[config.mk]
export PLATFORM = sky130hd
export DESIGN_NAME = windowed_rms_voltage_top_flat
export DESIGN_NICKNAME = d
export VERILOG_FILES = /design/src/hw/rtl/wrms_pkg.sv /design/src/hw/rtl/wrms_if.sv /design/src/hw/rtl/wrms_accum.sv /design/src/hw/rtl/wrms_sub.sv /design/src/hw/rtl/wrms_engine.sv /design/src/hw/rtl/windowed_rms_voltage_top.sv /design/src/flat_wrapper.sv
export SDC_FILE = /design/constraint.sdc
export NUM_CORES = 2
export LEC_CHECK = 0
export ABC_AREA = 1
export BUFFER_PORTS_ARGS = -buffer_cell sky130_fd_sc_hd__buf_2
export CAP_MARGIN = 20
export CORE_UTILIZATION = 60
export CTS_CLUSTER_DIAMETER = 200
export DETAILED_ROUTE_END_ITERATION = 10
export PLACE_DENSITY = 0.79
export SETUP_SLACK_MARGIN = 0.3
export SLEW_MARGIN = 40
export SYNTH_ARGS = -nofsm -noshare
export SYNTH_HDL_FRONTEND = slang
export SYNTH_SLANG_ARGS = --single-unit
[constraint.sdc]
create_clock -name i_clk -period 5.5 [get_ports i_clk]
set_clock_uncertainty 0.1 [all_clocks]
set_input_delay 0.825 -clock i_clk [delete_from_list [all_inputs] [get_ports i_clk]]
set_output_delay 0.825 -clock i_clk [all_outputs]
set_load 0.05 [all_outputs]
[src/hw/rtl/wrms_pkg.sv]
package wrms_pkg;

    localparam int SAMPLE_W    = 8;
    localparam int SUM_W       = 20;
    localparam int LEN_W       = 5;
    localparam int FS_W        = 14;
    localparam int RMS_W       = 14;
    localparam int MAX_WINDOW  = 16;
    localparam int CFG_ADDR_W  = 2;
    localparam int CFG_DATA_W  = FS_W;

    localparam int LEN_RESET   = 10;
    localparam int FS_RESET    = 300;

    localparam int FULL_CODE_SQ = 65025;
    localparam int RMS_MAX      = 9999;

    localparam int PROD1_W    = SUM_W + FS_W;
    localparam int NUM_W      = PROD1_W + FS_W;
    localparam int DIVISOR_W  = 20;
    localparam int ROOT_W     = NUM_W / 2;
    localparam int REM_W      = ROOT_W + 2;
    localparam int DIV_STEPS  = NUM_W;
    localparam int SQRT_STEPS = ROOT_W;
    localparam int CNT_W      = 6;

    typedef enum logic [CFG_ADDR_W-1:0] {
        CFG_WINDOW_LENGTH = CFG_ADDR_W'(0),
        CFG_FULL_SCALE    = CFG_ADDR_W'(1)
    } t_cfg_addr;

    typedef enum logic [2:0] {
        ST_IDLE,
        ST_MUL1,
        ST_MUL2,
        ST_DIV,
        ST_SQRT,
        ST_DONE
    } t_eng_state;

    typedef struct packed {
        logic             start;
        logic [SUM_W-1:0] sum;
        logic [LEN_W-1:0] len;
    } t_window;

    typedef struct packed {
        logic             busy;
        logic             done;
        logic [RMS_W-1:0] rms;
    } t_eng_status;

endpackage

[src/hw/rtl/wrms_if.sv]
interface wrms_sample_if import wrms_pkg::*; ();
    logic                valid;
    logic                ready;
    logic [SAMPLE_W-1:0] sample;

    modport source (output valid, output sample, input ready);
    modport sink   (input valid, input sample, output ready);
endinterface

interface wrms_result_if import wrms_pkg::*; ();
    logic             valid;
    logic             ready;
    logic [RMS_W-1:0] rms_centivolts;

    modport source (output valid, output rms_centivolts, input ready);
    modport sink   (input valid, input rms_centivolts, output ready);
endinterface

interface wrms_cfg_if import wrms_pkg::*; ();
    logic                  valid;
    logic                  ready;
    logic [CFG_ADDR_W-1:0] addr;
    logic [CFG_DATA_W-1:0] data;

    modport source (output valid, output addr, output data, input ready);
    modport sink   (input valid, input addr, input data, output ready);
endinterface

[src/hw/rtl/wrms_accum.sv]
module wrms_accum import wrms_pkg::*; (
    input  logic                i_clk,
    input  logic                i_rst_n,
    input  logic                i_accept,
    input  logic [SAMPLE_W-1:0] i_sample,
    input  logic [LEN_W-1:0]    i_len_cfg,
    output t_window             o_window
);

    logic [SUM_W-1:0]      r_sum;
    logic [LEN_W-1:0]      r_count;
    logic [SUM_W-1:0]      n_sum;
    logic [LEN_W-1:0]      n_count;

    logic [2*SAMPLE_W-1:0] square;
    logic [SUM_W:0]        total;
    logic [SUM_W-1:0]      sat_sum;
    logic [LEN_W-1:0]      len_eff;
    logic [LEN_W-1:0]      count_inc;
    logic                  close;

    always_comb begin
        square    = (2*SAMPLE_W)'(i_sample) * (2*SAMPLE_W)'(i_sample);
        total     = {1'b0, r_sum} + (SUM_W+1)'(square);
        sat_sum   = total[SUM_W] ? {SUM_W{1'b1}} : total[SUM_W-1:0];
        count_inc = r_count + LEN_W'(1);

        // zero means one, clamp at the window maximum
        if (i_len_cfg == '0) begin
            len_eff = LEN_W'(1);
        end else if (i_len_cfg > LEN_W'(MAX_WINDOW)) begin
            len_eff = LEN_W'(MAX_WINDOW);
        end else begin
            len_eff = i_len_cfg;
        end

        close = (count_inc >= len_eff);

        n_sum   = r_sum;
        n_count = r_count;
        if (i_accept) begin
            if (close) begin
                n_sum   = '0;
                n_count = '0;
            end else begin
                n_sum   = sat_sum;
                n_count = count_inc;
            end
        end

        o_window.start = i_accept && close;
        o_window.sum   = sat_sum;
        o_window.len   = len_eff;
    end

    always_ff @(posedge i_clk) begin
        if (!i_rst_n) begin
            r_sum   <= '0;
            r_count <= '0;
        end else begin
            r_sum   <= n_sum;
            r_count <= n_count;
        end
    end

endmodule

[src/hw/rtl/wrms_sub.sv]
module wrms_sub import wrms_pkg::*; (
    input  logic [REM_W-1:0] i_a,
    input  logic [REM_W-1:0] i_b,
    output logic [REM_W-1:0] o_diff,
    output logic             o_ge
);

    logic [REM_W:0] full;

    assign full   = {1'b0, i_a} - {1'b0, i_b};
    assign o_diff = full[REM_W-1:0];
    assign o_ge   = !full[REM_W];

endmodule

[src/hw/rtl/wrms_engine.sv]
module wrms_engine import wrms_pkg::*; (
    input  logic            i_clk,
    input  logic            i_rst_n,
    input  t_window         i_window,
    input  logic [FS_W-1:0] i_fs,
    input  logic            i_take,
    output t_eng_status     o_status
);

    t_eng_state            r_state;
    t_eng_state            n_state;
    logic [CNT_W-1:0]      r_cnt;
    logic [CNT_W-1:0]      n_cnt;
    logic [NUM_W-1:0]      r_acc;
    logic [NUM_W-1:0]      n_acc;
    logic [DIVISOR_W-1:0]  r_div;
    logic [DIVISOR_W-1:0]  n_div;
    logic [REM_W-1:0]      r_rem;
    logic [REM_W-1:0]      n_rem;
    logic [ROOT_W-1:0]     r_root;
    logic [ROOT_W-1:0]     n_root;
    logic [LEN_W-1:0]      r_len;
    logic [LEN_W-1:0]      n_len;

    logic [PROD1_W-1:0]    prod1;
    logic [NUM_W-1:0]      prod2;
    logic [DIVISOR_W-1:0]  divisor;
    logic [REM_W-1:0]      sub_a;
    logic [REM_W-1:0]      sub_b;
    logic [REM_W-1:0]      sub_diff;
    logic                  sub_ge;

    wrms_sub u_sub (
        .i_a    (sub_a),
        .i_b    (sub_b),
        .o_diff (sub_diff),
        .o_ge   (sub_ge)
    );

    assign prod1   = PROD1_W'(r_acc[SUM_W-1:0]) * PROD1_W'(i_fs);
    assign prod2   = NUM_W'(r_acc[PROD1_W-1:0]) * NUM_W'(i_fs);
    assign divisor = DIVISOR_W'(r_len) * DIVISOR_W'(FULL_CODE_SQ);

    always_comb begin
        n_state = r_state;
        n_cnt   = r_cnt;
        n_acc   = r_acc;
        n_div   = r_div;
        n_rem   = r_rem;
        n_root  = r_root;
        n_len   = r_len;
        sub_a   = '0;
        sub_b   = '0;

        o_status.busy = (r_state != ST_IDLE);
        o_status.done = 1'b0;
        o_status.rms  = (r_root > ROOT_W'(RMS_MAX)) ? RMS_W'(RMS_MAX) : r_root[RMS_W-1:0];

        case (r_state)
            ST_IDLE: begin
                if (i_window.start) begin
                    n_acc   = NUM_W'(i_window.sum);
                    n_len   = i_window.len;
                    n_state = ST_MUL1;
                end
            end
            ST_MUL1: begin
                n_acc   = NUM_W'(prod1);
                n_div   = divisor;
                n_state = ST_MUL2;
            end
            ST_MUL2: begin
                n_acc   = prod2;
                n_rem   = '0;
                n_cnt   = '0;
                n_state = ST_DIV;
            end
            ST_DIV: begin
                // restoring divide, one quotient bit per cycle
                sub_a = REM_W'({r_rem[DIVISOR_W-1:0], r_acc[NUM_W-1]});
                sub_b = REM_W'(r_div);
                n_acc = {r_acc[NUM_W-2:0], sub_ge};
                n_rem = sub_ge ? sub_diff : sub_a;
                n_cnt = r_cnt + CNT_W'(1);
                if (r_cnt == CNT_W'(DIV_STEPS - 1)) begin
                    n_rem   = '0;
                    n_root  = '0;
                    n_cnt   = '0;
                    n_state = ST_SQRT;
                end
            end
            ST_SQRT: begin
                // one root digit per cycle
                sub_a  = {r_rem[REM_W-3:0], r_acc[NUM_W-1 -: 2]};
                sub_b  = {r_root, 2'b01};
                n_acc  = {r_acc[NUM_W-3:0], 2'b00};
                n_rem  = sub_ge ? sub_diff : sub_a;
                n_root = {r_root[ROOT_W-2:0], sub_ge};
                n_cnt  = r_cnt + CNT_W'(1);
                if (r_cnt == CNT_W'(SQRT_STEPS - 1)) begin
                    n_state = ST_DONE;
                end
            end
            ST_DONE: begin
                o_status.done = 1'b1;
                if (i_take) begin
                    n_state = ST_IDLE;
                end
            end
            default: begin
                n_state = ST_IDLE;
            end
        endcase
    end

    always_ff @(posedge i_clk) begin
        if (!i_rst_n) begin
            r_state <= ST_IDLE;
            r_cnt   <= '0;
        end else begin
            r_state <= n_state;
            r_cnt   <= n_cnt;
        end
    end

    always_ff @(posedge i_clk) begin
        r_acc  <= n_acc;
        r_div  <= n_div;
        r_rem  <= n_rem;
        r_root <= n_root;
        r_len  <= n_len;
    end

endmodule

[src/hw/rtl/windowed_rms_voltage_top.sv]
// Windowed RMS meter: squares each unsigned 8-bit sample into a running sum and, once
// window_length samples (1..16) are in, returns floor(sqrt(sum*fs*fs/(len*65025))) in
// centivolts, capped at 9999, then starts a fresh window. A sample that does not close a
// window is accepted and the block is ready again at once. The sample that closes a window
// holds off the next request while the engine runs: multiply states ST_MUL1 and ST_MUL2,
// then restoring divide and square root, both stepping through one shared subtractor one
// bit or digit per cycle, and handoff state ST_DONE, which waits until the output register
// is free or being read. The result sits in an output register, so the next request is
// accepted while a result still waits. Configuration is written with the block idle; the
// block does not enforce this, so the user must. Unknown register indexes are ignored.
module windowed_rms_voltage_top import wrms_pkg::*; (
    input  logic          i_clk,
    input  logic          i_rst_n,
    wrms_sample_if.sink   i_sample,
    wrms_result_if.source o_result,
    wrms_cfg_if.sink      i_cfg
);

    logic [LEN_W-1:0] r_len_cfg;
    logic [FS_W-1:0]  r_fs_cfg;
    logic             r_out_valid;
    logic [RMS_W-1:0] r_out_rms;

    t_window          window;
    t_eng_status      status;
    logic             accept;
    logic             take;

    assign i_cfg.ready    = 1'b1;
    assign i_sample.ready = !status.busy;
    assign accept         = i_sample.valid && i_sample.ready;
    assign take           = status.done && (!r_out_valid || o_result.ready);

    assign o_result.valid          = r_out_valid;
    assign o_result.rms_centivolts = r_out_rms;

    always_ff @(posedge i_clk) begin
        if (!i_rst_n) begin
            r_len_cfg <= LEN_W'(LEN_RESET);
            r_fs_cfg  <= FS_W'(FS_RESET);
        end else if (i_cfg.valid && i_cfg.ready) begin
            case (i_cfg.addr)
                CFG_WINDOW_LENGTH: r_len_cfg <= i_cfg.data[LEN_W-1:0];
                CFG_FULL_SCALE:    r_fs_cfg  <= i_cfg.data[FS_W-1:0];
                default:           ;
            endcase
        end
    end

    wrms_accum u_accum (
        .i_clk     (i_clk),
        .i_rst_n   (i_rst_n),
        .i_accept  (accept),
        .i_sample  (i_sample.sample),
        .i_len_cfg (r_len_cfg),
        .o_window  (window)
    );

    wrms_engine u_engine (
        .i_clk    (i_clk),
        .i_rst_n  (i_rst_n),
        .i_window (window),
        .i_fs     (r_fs_cfg),
        .i_take   (take),
        .o_status (status)
    );

    always_ff @(posedge i_clk) begin
        if (!i_rst_n) begin
            r_out_valid <= 1'b0;
        end else if (take) begin
            r_out_valid <= 1'b1;
        end else if (o_result.ready) begin
            r_out_valid <= 1'b0;
        end
    end

    always_ff @(posedge i_clk) begin
        if (take) begin
            r_out_rms <= status.rms;
        end
    end

endmodule

[src/flat_wrapper.sv]
// flat-port wrapper written by rule: the top's interface ports become plain ports
module windowed_rms_voltage_top_flat import wrms_pkg::*;
  (i_clk, i_rst_n, i_sample_valid, i_sample_sample, i_sample_ready, o_result_valid, o_result_rms_centivolts, o_result_ready, i_cfg_valid, i_cfg_addr, i_cfg_data, i_cfg_ready);
  wrms_sample_if i_sample_i ();
  wrms_result_if o_result_i ();
  wrms_cfg_if i_cfg_i ();
  input  logic i_clk;
  input  logic i_rst_n;
  input wire logic [$bits(i_sample_i.valid)-1:0] i_sample_valid;
  input wire logic [$bits(i_sample_i.sample)-1:0] i_sample_sample;
  output wire logic [$bits(i_sample_i.ready)-1:0] i_sample_ready;
  output wire logic [$bits(o_result_i.valid)-1:0] o_result_valid;
  output wire logic [$bits(o_result_i.rms_centivolts)-1:0] o_result_rms_centivolts;
  input wire logic [$bits(o_result_i.ready)-1:0] o_result_ready;
  input wire logic [$bits(i_cfg_i.valid)-1:0] i_cfg_valid;
  input wire logic [$bits(i_cfg_i.addr)-1:0] i_cfg_addr;
  input wire logic [$bits(i_cfg_i.data)-1:0] i_cfg_data;
  output wire logic [$bits(i_cfg_i.ready)-1:0] i_cfg_ready;
  assign i_sample_i.valid = i_sample_valid;
  assign i_sample_i.sample = i_sample_sample;
  assign i_sample_ready = i_sample_i.ready;
  assign o_result_valid = o_result_i.valid;
  assign o_result_rms_centivolts = o_result_i.rms_centivolts;
  assign o_result_i.ready = o_result_ready;
  assign i_cfg_i.valid = i_cfg_valid;
  assign i_cfg_i.addr = i_cfg_addr;
  assign i_cfg_i.data = i_cfg_data;
  assign i_cfg_ready = i_cfg_i.ready;
  windowed_rms_voltage_top u_core (.i_clk(i_clk), .i_rst_n(i_rst_n), .i_sample(i_sample_i), .o_result(o_result_i), .i_cfg(i_cfg_i));
endmodule
After elaboration in Yosys (flattened, before gate mapping). Cells that the tools add are included.

Bits in registers: 189. Bits of input ports: 29. Output and inout bits: 17. Logic and storage cells: 82.

Add/subtract/negate cells: 4. $mul: 4. $lt $le $gt $ge: 3. Equal/unequal tests: 12. Multiplexer cells: 25. Reductions and logical operators: 21.

Operators by type and width (number): $pmux 48 s5 (1); $pmux 26 s2 (2); $mux 24 (4); $pmux 24 s3 (1); $mul 34x14->48 (1); $mux 48 (1); $pmux 24 s2 (1); $mux 20 (2); $mul 20x14->34 (1); $sub 26x26->27 (1); $gt 24x14->1 const B (1); $add 20x16->21 (1); $mul 5x16->20 const B (1); $pmux 3 s6 (1); $pmux 6 s3 (1); $mul 8x8->16 (1); $mux 5 (3); $mux 3 (4); $reduce_and 2->1 (5); $add 6x1->6 const B (1); $eq 3x2->1 const B (2); $eq 3x3->1 const B (2); $eq 6x5->1 const B (1); $eq 6x6->1 const B (1); 19 further kinds (29).

Depth between registers and ports, before layout.
Depth after elaboration: 7. Depth in mapped cells: 30. Gate-level depth less buffers: 28.

By module. Synthesis repeated with hierarchy kept, for this count alone.

Cells, all modules: 4638. Area total of the unflattened synthesis: 33200.6 um2.

By module, submodules not included: wrms_engine (times used 1, cells each 3544, area each 25914.9 um2, sequential area each 3663.5 um2); wrms_accum (times used 1, cells each 566, area each 4041.4 um2, sequential area each 500.5 um2); wrms_sub (times used 1, cells each 390, area each 1961.9 um2, sequential area each 0.0 um2); windowed_rms_voltage_top (times used 1, cells each 138, area each 1282.5 um2, sequential area each 820.8 um2).

Least setup slack after synthesis. OpenSTA, ideal clock, no wires.

Path kind: register -> register. Start: register u_core.r_fs_cfg[4]. End: register u_core.u_engine.r_acc[21], data pin. Library setup time: 0.261 ns. Arrival time: 5.302 ns. Required time: 5.139 ns. Slack: -0.164 ns. Stages on the path, launching flop included: 25. Buffers on the path: 2. Period minus slack after synthesis: 5.664 ns. Cell sequence: dfxtp_1 clkbuf_1 clkbuf_1 nand2_1 fa_1 inv_1 fa_1 inv_1 fa_1 fa_1 fa_1 inv_1 fa_1 ha_1 nand2_1 inv_1 nand2_1 nand2_1 inv_1 nand2_1 inv_1 nand3_1 or2_2 nand2_1 nand3b_1.

Longest elaborated chain between the ends: 2.

RTL lines: start: declaration (RTL line windowed_rms_voltage_top.sv:20) `logic [FS_W-1:0] r_fs_cfg;`; start signal: assignment (RTL line windowed_rms_voltage_top.sv:40) `r_fs_cfg <= FS_W'(FS_RESET);`; start signal: assignment (RTL line windowed_rms_voltage_top.sv:44) `CFG_FULL_SCALE: r_fs_cfg <= i_cfg.data[FS_W-1:0];`; $mul 34x14->48 / $mul 20x14->34 (equally long branches) (RTL line wrms_engine.sv:41, wrms_engine.sv:40); $pmux 48 s5 (*) (RTL line wrms_engine.sv:59) `case (r_state)`; end signal: assignment (RTL line wrms_engine.sv:127) `r_acc <= n_acc;`; end: declaration (RTL line wrms_engine.sv:14) `logic [NUM_W-1:0] r_acc;`.

Every way passes the cells marked *; elsewhere a longest branch is shown, timed or not. A chain may end at the register's enable or synchronous reset.

Worst setup path after layout.
Start: register u_core.u_engine.r_acc[9]. End: register u_core.u_engine.r_acc[21], data pin.

Longest elaborated chain between the ends: 2.

RTL lines (RTL line): $mul 34x14->48 / $mul 20x14->34 (equally long branches) (wrms_engine.sv:41, wrms_engine.sv:40); $pmux 48 s5 (*) (wrms_engine.sv:59).

Marks and branches as above.

==> impl_results.md <==
* Die Width at 236 um
* Worst setup EP type: register
* Num rows at 85
* FF-to-FF Start: u_core.u_engine.r_acc[9]$_DFFE_PP_
* Fin crit share at 1.08
* Drt via density at 5.61
* ANT cells at 0
* Routed Antenna Nets at 0
* Drt first pass iters at 6
* Period minus WS final at 5950 ps
* Post-synth EDFFs at 130
* Reg2reg setup slack at -450 ps
* Vias at 31500
* Post-Synth Simple-Gate Area at 0.248
* Vias in the first global route at 31000
* Hold Path Cell Cnt at 2
* Failing checks: setup timing
* Crit Reg-Reg Endpoint: u_core.u_engine.r_acc[21]$_SDFFCE_PP0P_
* DRC viols at 0
* Least-Margin Pin Slew at 798 ps
* Crit-path leading delay family: adder cells
* GRT Residual Overflow at 0
* Pin count of the biggest net entering global routing at 70
* TritonCTS clock tree: done
* Clock transition at the registers of the reported paths at 90 ps
* Worst Slack Setup Final at -454 ps
* Post-Syn Nets at 5352
* Complex-gate fraction of the synthesized area at 0.0541
* Port Buf Inserts at 44
* Num CTS Buffers at 17
* Setup_tns at -11540 ps
* Final Max Tran Viols at 0
* Hold_sp: u_core.u_accum.r_sum[0]$_SDFFE_PN0P_
* Library cells used by synthesis at 47
* RSZ-0062 raised after global routing: yes
* Crit path buffers/inverters at 9
* Sequential area share after synthesis at 0.152
* Synth async-reset ratio at 0
* Drt initial violations at 3497
* Worst-path maximum fanout at 7
* Final core occ at 0.744
* Worst Setup Path Type: reg -> reg
* Final hold vios at 0
* Area of the die at 0.0556 sq mm
* Starting Density at 0.608
* Post-Place Worst Slack at -441 ps
* All-Layer GR Usage at 0.366
* Post-Route WL at 105 mm
* Ys flop type: edfxtp_1
* Mux contribution to synthesized area at 0.000305
* # IOs at 46
* Critical path data arrival time at 6090 ps
* Adder-Cell Fraction of Synth Area at 0.376
* Skew-Pair Late Insertion Delay at 500 ps
* Crit-path most repeated cell: fa_1
* Core area at 0.0539 sq mm
* Clock Path Buffers at 2
* CP max-delay cell: fa_1
* Antenna violations before repair at 1
* Syn Area/Cell at 7.11 sq um
* Register bit total from synthesis at 184
* Mapped Cells at 4613
* Startpoint Class: register
* RePlAce Congestion at 1.03
* CTS sink cnt at 184
* Clock Tree Root: clkbuf_16
* First-pass GRT wire length at 160 mm
* Outcome: finished, violations left
* Hpwl dp at 76.2 mm
* Max-cap violations at 0
* Syn Std Cell Area at 0.0328 sq mm
* Critical Path RT at 5640 ps
* HP Class: reg -> reg
* Layout cell share with drive strength beyond 1 at 0.214
* Reg2reg path depth at 26
* Die H at 236 um
* Final setup violation count at 39
* Max-slew headroom at 0.467
* Largest family of logic cells by synthesized area: adder cells
* Ys Warns at 0
* Critical Path Max Stage Delay at 560 ps
* Fmax at 168 MHz
* # hold bufs at CTS at 0
* Finished Cell Area at 0.0401 sq mm
* Nets at 5638
* Hold Path End: u_core.u_accum.r_sum[0]$_SDFFE_PN0P_
* H-tree Lvls at 4
* Post-DP Area at 0.0364 sq mm
* Xor/xnor cell area share of the yosys netlist at 0.0102
* Area grow syn2layout at 22.3%
* WL/cell at 18.7 um
[area by class of cell]
cell class              count  area [sq um]
multi-input cells        3053         25000
fillers                  3777         13800
flip-flops and latches    184          5000
inverters                1218          4590
repair buffers            425          4000
well taps                 696           871
clock buffers              19           454
clock inverters            13           180
[cell usage in the layout (no fill, tap or decap), types with 13 or more instances in the layout]
master | netlist | routed
buf_4 | 3 | 282
xor2_1 | 23 | 23
inv_1 | 1209 | 1123
inv_2 | 7 | 87
nor2_4 | 0 | 38
nand3b_1 | 24 | 24
buf_2 | 10 | 44
o21ai_0 | 68 | 56
nand3_2 | 1 | 42
nand2_4 | 10 | 76
a21oi_2 | 17 | 45
xnor2_1 | 15 | 15
buf_12 | 1 | 44
nor2_1 | 245 | 187
nand2_2 | 13 | 152
o22ai_1 | 54 | 54
nor3_1 | 20 | 13
fa_2 | 0 | 26
nand4_1 | 42 | 42
dfxtp_1 | 54 | 44
edfxtp_1 | 130 | 130
nand2_1 | 1421 | 1215
clkbuf_16 | 0 | 18
buf_6 | 3 | 43
ha_4 | 0 | 46
nor2_2 | 3 | 23
o21bai_1 | 18 | 18
nand3_1 | 189 | 140
a21oi_1 | 135 | 99
ha_1 | 253 | 206
fa_1 | 457 | 431
[worst register-to-register path: stages (launching register included)]
cell and delay, ps:
edfxtp_1 430, buf_6 150, buf_12 140, nand2_2 80, inv_2 40, fa_1 500, inv_1 50, fa_1 490
inv_2 40, fa_1 510, fa_2 450, fa_1 560, inv_1 80, fa_1 530, inv_2 60, ha_4 240
nand2_1 100, nand2_2 100, inv_1 100, nand2_2 100, inv_2 110, nand2_1 60, nand2_1 100, nand3_4 140
or2_2 300, nand2_1 80, nand3b_1 90
[worst max path at each step]
| stage | from | cells after the start | slack, ps | to |
|---|---|---|---|---|
| finish | u_core.u_engine.r_acc[9]$_DFFE_PP_ | 26 | -450 | u_core.u_engine.r_acc[21]$_SDFFCE_PP0P_ |
| floorplan | u_core.r_fs_cfg[4]$_SDFFE_PN0P_ | 28 | 250 | u_core.u_engine.r_acc[20]$_SDFFCE_PP0P_ |
| global route | u_core.u_engine.r_acc[10]$_DFFE_PP_ | 25 | -560 | u_core.u_engine.r_acc[21]$_SDFFCE_PP0P_ |
| CTS | u_core.u_engine.r_acc[7]$_DFFE_PP_ | 27 | -240 | u_core.u_engine.r_acc[22]$_SDFFCE_PP0P_ |
| detailed placement | u_core.r_fs_cfg[8]$_SDFFE_PN1P_ | 22 | -440 | u_core.u_engine.r_acc[28]$_SDFFCE_PP0P_ |
| global placement | u_core.u_engine.r_acc[14]$_DFFE_PP_ | 21 | -450 | u_core.u_engine.r_acc[28]$_SDFFCE_PP0P_ |
[kinds of logic (layout without fill, tap and decap cells)]
group	Yosys count	count (layout)
adders and majority gates	710	710
and+or+nand+nor	1993	1993
xor gates and xnor gates	38	38
AOI/OAI and AO/OA	310	310
other	1	1
muxes	1	1
buffers and inverters	1376	1675
DFF	184	184
[cell usage after synthesis, types with 6 or more instances]
cell / instances / area, sq um
dfxtp_1: 54 / 1080
o21bai_1: 18 / 135
fa_1: 457 / 9150
nand3b_1: 24 / 180
a21oi_2: 17 / 149
nand2_4: 10 / 113
nor4_1: 6 / 37.5
o22ai_1: 54 / 338
o21ai_0: 68 / 340
edfxtp_1: 130 / 3900
xnor2_1: 15 / 131
inv_1: 1209 / 4540
nand2_1: 1421 / 5330
xor2_1: 23 / 201
nand3_1: 189 / 946
nor3_1: 20 / 100
nand2_2: 13 / 81.3
buf_2: 10 / 50.1
or2_2: 8 / 50.1
a21oi_1: 135 / 676
buf_1: 8 / 30.0
nand4_1: 42 / 263
nor2_1: 245 / 920
inv_2: 7 / 26.3
clkbuf_1: 133 / 499
ha_1: 253 / 3170
and2_1: 8 / 50.1
[state kept, by name (all words and copies together), names as in the netlist]
| signal | count |
|---|---|
| u_core.u_engine.r_rem | 24 |
| u_core.o_result.rms_centivolts | 14 |
| u_core.u_accum.r_sum | 20 |
| u_core.r_len_cfg | 5 |
| u_core.u_engine.r_cnt | 6 |
| u_core.u_engine.r_div | 15 |
| u_core.u_engine.r_state | 3 |
| u_core.u_engine.r_root | 24 |
| u_core.u_engine.r_len | 5 |
| u_core.u_engine.r_acc | 48 |
| u_core.u_accum.r_count | 5 |
| u_core.o_result.valid | 1 |
| u_core.r_fs_cfg | 14 |
[per-stage QoR]
stage / hold slack, ps / instances
final: 373 / 5608
after global routing: 401 / 5608
after CTS: 374 / 5569
after detailed placement: 364 / 5469
after floorplan: 345 / 4613
after global placement: 358 / 5469
[metal layers]
| layer | up-vias | GRT usage | share of wire |
|---|---|---|---|
| met2 | 1839 | 0.599 | 0.46 |
| met4 | 2 | 0.137 | 0.047 |
| met1 | 15000 | 0.486 | 0.38 |
| met5 | - | 0 | 0.00012 |
| met3 | 398 | 0.0657 | 0.11 |
| li1 | 14300 | - | - |
[what timing repair did]
item	in CTS	in global routing
resized for setup	264	334
setup buffers	60	39
cloned	8	0
pin swaps	75	172
setup endpoints to repair	40	41
endpoints found under the hold margin	0	0
Power is not shown: default switching activity piles up to over one toggle a cycle in this logic, so the estimate is an artifact.
